**config.mk**
```make
export PLATFORM = sky130hd
export DESIGN_NAME = dkm_pri_enc
export DESIGN_NICKNAME = d
export VERILOG_FILES = /design/src/rtl/core/dkm_pkg.sv /design/src/rtl/core/dkm_pri_enc.sv
export SDC_FILE = /design/constraint.sdc
export NUM_CORES = 1
export LEC_CHECK = 0
export BUFFER_PORTS_ARGS = -buffer_cell sky130_fd_sc_hd__buf_2
export CAP_MARGIN = 5
export CORE_ASPECT_RATIO = 0.9
export CORE_MARGIN = 4
export CORE_UTILIZATION = 56
export DETAILED_ROUTE_END_ITERATION = 7
export PLACE_DENSITY_LB_ADDON = 0.08
export RECOVER_POWER = 100
export SYNTH_ARGS = -nofsm -noshare
export SYNTH_HDL_FRONTEND = slang
export SYNTH_SLANG_ARGS = --single-unit
```
**constraint.sdc**
```tcl
create_clock -name vclk -period 3.33
set_input_delay 0.1665 -clock vclk [all_inputs]
set_output_delay 0.1665 -clock vclk [all_outputs]
set_load 0.03 [all_outputs]
```
**src/rtl/core/dkm_pkg.sv**
```systemverilog
// shared constants, operation codes and memory control type for the dense key map
package dkm_pkg;

    localparam int KEY_W = 10;
    localparam int POS_W = KEY_W + 1;
    localparam int VALUE_W = 64;
    localparam int COUNT_W = 11;
    localparam int ENUM_W = 11;
    localparam int OP_W = 3;
    localparam int WORD_W = 64;
    localparam int BIT_W = 6;
    localparam int KEY_SPACE = 1 << KEY_W;

    localparam int DEF_KEY_COUNT = 1024;
    localparam int DEF_VALUE_WIDTH = 64;

    typedef enum logic [OP_W-1:0] {
        OP_SET        = 3'd0,
        OP_ERASE      = 3'd1,
        OP_LOOKUP     = 3'd2,
        OP_FIND_FIRST = 3'd3,
        OP_FIND_NEXT  = 3'd4,
        OP_CLEAR      = 3'd5
    } dkm_op_t;

    typedef struct packed {
        logic val_rd;
        logic val_wr;
        logic bm_rd;
        logic bm_wr;
    } dkm_mem_ctl_t;

endpackage

```
**src/rtl/core/dkm_pri_enc.sv**
```systemverilog
// shared find-first-set unit over one bitmap word, with a lower bound on the index
module dkm_pri_enc (
    input  logic [dkm_pkg::WORD_W-1:0] vec,
    input  logic [dkm_pkg::BIT_W-1:0]  lo,
    output logic                       hit,
    output logic [dkm_pkg::BIT_W-1:0]  idx
);

    logic [dkm_pkg::WORD_W-1:0] masked;
    logic [dkm_pkg::WORD_W-1:0] lowest;

    always_comb
    begin
        masked = vec & ({dkm_pkg::WORD_W{1'b1}} << lo);
        // isolate the lowest set bit
        lowest = masked & (~masked + 1'b1);
        hit = |masked;
        for (int b = 0; b < dkm_pkg::BIT_W; b++)
        begin
            idx[b] = 1'b0;
            for (int i = 0; i < dkm_pkg::WORD_W; i++)
            begin
                if (((i >> b) & 1) == 1)
                begin
                    idx[b] = idx[b] | lowest[i];
                end
            end
        end
    end

endmodule

```
# Word level (Yosys, flattened, before mapping)
# Cells that the tools add are included.
# totals
reg_bits	0
# classes
n_addsub	1
n_shift	1
n_bitwise	189
n_reduce_logical	1
# ops
cell	count
$or 1x1->1	186
$and 64x64->64	2
$add 64x1->64 const B	1
$not 64->64	1
$reduce_or 64->1	1
$shl 64x6->64 const A	1

# Depth between registers and ports, before layout
# depth
word_depth	36
depth_mapped	14

# Worst setup path after synthesis
# Ideal clock, no wire load.
# synth_path
kind	input -> output
start	input lo[2] in the netlist's numbering
end	output idx[2] in the netlist's numbering
required_ns	3.164
slack_ns	0.584
arrival_ns	2.580
path_stages	11
cell_sequence	buf_6 > buf_6 > or4b_4 > a21oi_4 > nor2b_2 > nand2_4 > nor4_2 > and2_4 > buf_6 > a221o_1 > or4_1
# synth_between
elab_chain_len	36
# synth_rtl
element	line_no	source
start, declared	dkm_pri_enc.sv:4	input logic [dkm_pkg::BIT_W-1:0] lo,
$shl 64x6->64 *	dkm_pri_enc.sv:14	masked = vec & ({dkm_pkg::WORD_W{1'b1}} << lo);
$and 64x64->64 *	dkm_pri_enc.sv:14	
$not 64->64	dkm_pri_enc.sv:16	lowest = masked & (~masked + 1'b1);
$add 64x1->64	dkm_pri_enc.sv:16	
$and 64x64->64 *	dkm_pri_enc.sv:16	
$or 1x1->1 (30 in series)	dkm_pri_enc.sv:25	idx[b] = idx[b] | lowest[i];
$or 1x1->1 *	dkm_pri_enc.sv:25	
end, declared	dkm_pri_enc.sv:6	output logic [dkm_pkg::BIT_W-1:0] idx
# Mark *: on every way between the ends. The rest lies on a longest branch, timed or not.

# Final worst setup path
# layout_path
start	input lo[2] in the netlist's numbering
end	output idx[3] in the netlist's numbering
# Same word-level chain as after synthesis.

==> impl_metrics.ini <==
[outcome]
status = complete, no violations

[synthesis]
ys_types = 90
yosys.area_share.simple_pct = 46.2
synth_xor_area_share_pct = 0
synthAdderAreaFrac_pct = 0
ys_warn_count = 0
synth_compound_area_share_pct = 44.6
synthTopCellsByArea = nand2_1, a21oi_1, buf_6
synth_top_family_by_area = simple AND/OR/NAND/NOR gates
synth_nets = 507
yosysMostFrequentCell = nand2_1
synth.mux.area_fraction_pct = 0
seq_area_frac_synth_pct = 0
syn_area_mm2 = 0.00279
synth_top_area_cell = nand2_1
syn_inst = 437
synth_top_area_share_pct = 6.32
syn_avg_cell_area_um2 = 6.39
synthTopCellsByCount = nand2_1, nor2_1, a21oi_1

[global_routing]
antenna_found_initial = 0
grt_use_total_pct = 39.5
grt_start_max_net_pins = 22
overflow = 0
first_global_vias = 3552
grt_pass1_wl_mm = 18.7

[floorplanning]
rows = 24
io_pins = 77
die_w_um = 82.4
coreArea_mm2 = 0.00483
initial_core_util_pct = 57.7
die_h_um = 75.0
die_area_mm2 = 0.00618

[worst_setup_path]
start_kind = input pin
cp-end-kind = output port
crit_chain = buf_2 -> nand4_1 -> buf_4 -> a21oi_1 -> o221ai_1 -> or2_1 -> nor3_1 -> o211ai_1 -> a21boi_1 -> buf_4 -> nor4_1 -> nand4_1 -> buf_2
required_ns = 3.16
crit_buf_inv = 4
setup.worst_path.start = lo[2]
slowest_stage = nor3_1
critPathArrivalTime_ns = 3.09
slowest_delay_ns = 0.39
crit_family = simple AND/OR/NAND/NOR gates
worst-path-max-fanout = 20
path_class = input pin to output port

[finish]
nClkBuffers = 0
fill_cells = 452
antenna_cells = 0
nFlopsAndLatches = 0
multi_input_area_mm2 = 0.00256
drive_gt1_share_pct = 29.3
final_util_pct = 68.6
ff_latch_area_um2 = 0
syn_to_final_growth_pct = 18.8
nets = 591
stdcell_count = 584

[timing]
max_slew.worst_pin.slew_ns = 0.752
whs_ns = 0.806
finalHoldViolations = 0
max_freq_mhz = 307
fin_crit_ns = 3.26
slew_viol_final = 0
rsz0062_at_grt = yes
fin_crit_sh_pct = 97.8
max-slew-margin-rel_pct = 49.2
setup_violations = 0
tns_ns = 0

[detailed_routing]
detail_route.first_pass.iterations = 8
route.detailed.drc = 0
ant_nets = 0
drtIter0Drc = 650
viasPerCell = 7.41
finalWirelength_mm = 12.8
wl_per_cell_um = 21.9
vias = 4326

[placed_design]
gp_congestion = 1.08
portBuffers = 77
dpl.hpwl_mm = 10.3
place_inst = 584

[clocking]
hold_buffers = 0

[worst_hold_path]
hp-start = vec[63]
hold_path.class = input pin to output port

[pwr]
power.density_mw_per_mm2 = 155
peakVddDrop_mv = 0.125
p_leak_nw = 1.34

[flow_run]
drv_cap = 0
-- report_power, final --
group	switching [mW]	internal (mW)	total, mW
logic	0.328	0.187	0.516
clock network	0	0	0
registers	0	0	0
total	0.328	0.187	0.516
-- logic make-up after synthesis --
logic type	after synthesis
AOI/OAI and AO/OA	170
buffers and inverters	34
and+or+nand+nor	233
-- placed cells by master (no fill, tap or decap), drive strengths merged, types with 4 or more instances in the layout --
master	n
nand4	14
or3	5
and2	4
a21boi	5
nor4	6
inv	5
and3	7
a22oi	5
o22ai	5
nand3	31
nor2	44
buf	110
o21ai	35
o221ai	4
nand2	50
a31oi	7
o21a	10
o2bb2ai	5
o211ai	8
nor4b	4
nor3	25
nor2b	11
nand2b	8
or2	5
a211oi	6
a21oi	34
a21o	5
nor3b	4
-- path summary, 6_finish.rpt --
check | end | depth (start not counted)
worst max-delay path | idx[3] | 13
worst min-delay path | hit | 4
-- layer usage --
metal / share of wire, % / track usage [%]
met3: 17 / 12.2
met4: 3.7 / 9.41
met5: 0 / 0
met1: 39 / 57.6
met2: 40 / 56.0
-- repair_timing --
action,in CTS,in global routing
buffers inserted,0,0
gates resized for setup,0,6
endpoints found under the setup margin,0,6
-- cell type report --
class	instances	share of cell area, %
Multi-Input combinational cell	403	77.2
Inverter	5	0.566
Timing Repair Buffer	111	19.8
Tap cell	65	2.45
-- per-stage QoR --
| stage | power, mW | worst slack (ns) | instance area [µm²] |
|---|---|---|---|
| after floorplan | 0.316 | 0.584 | 2790 |
| after global placement | 0.479 | 0.0751 | 3290 |
| after detailed placement | 0.482 | 0.0874 | 3290 |
| after CTS | 0.485 | 0.0713 | 3290 |
| after global routing | 0.540 | -0.0203 | 3320 |
| final | 0.516 | 0.0723 | 3320 |
(Power assumes the default switching activity.)
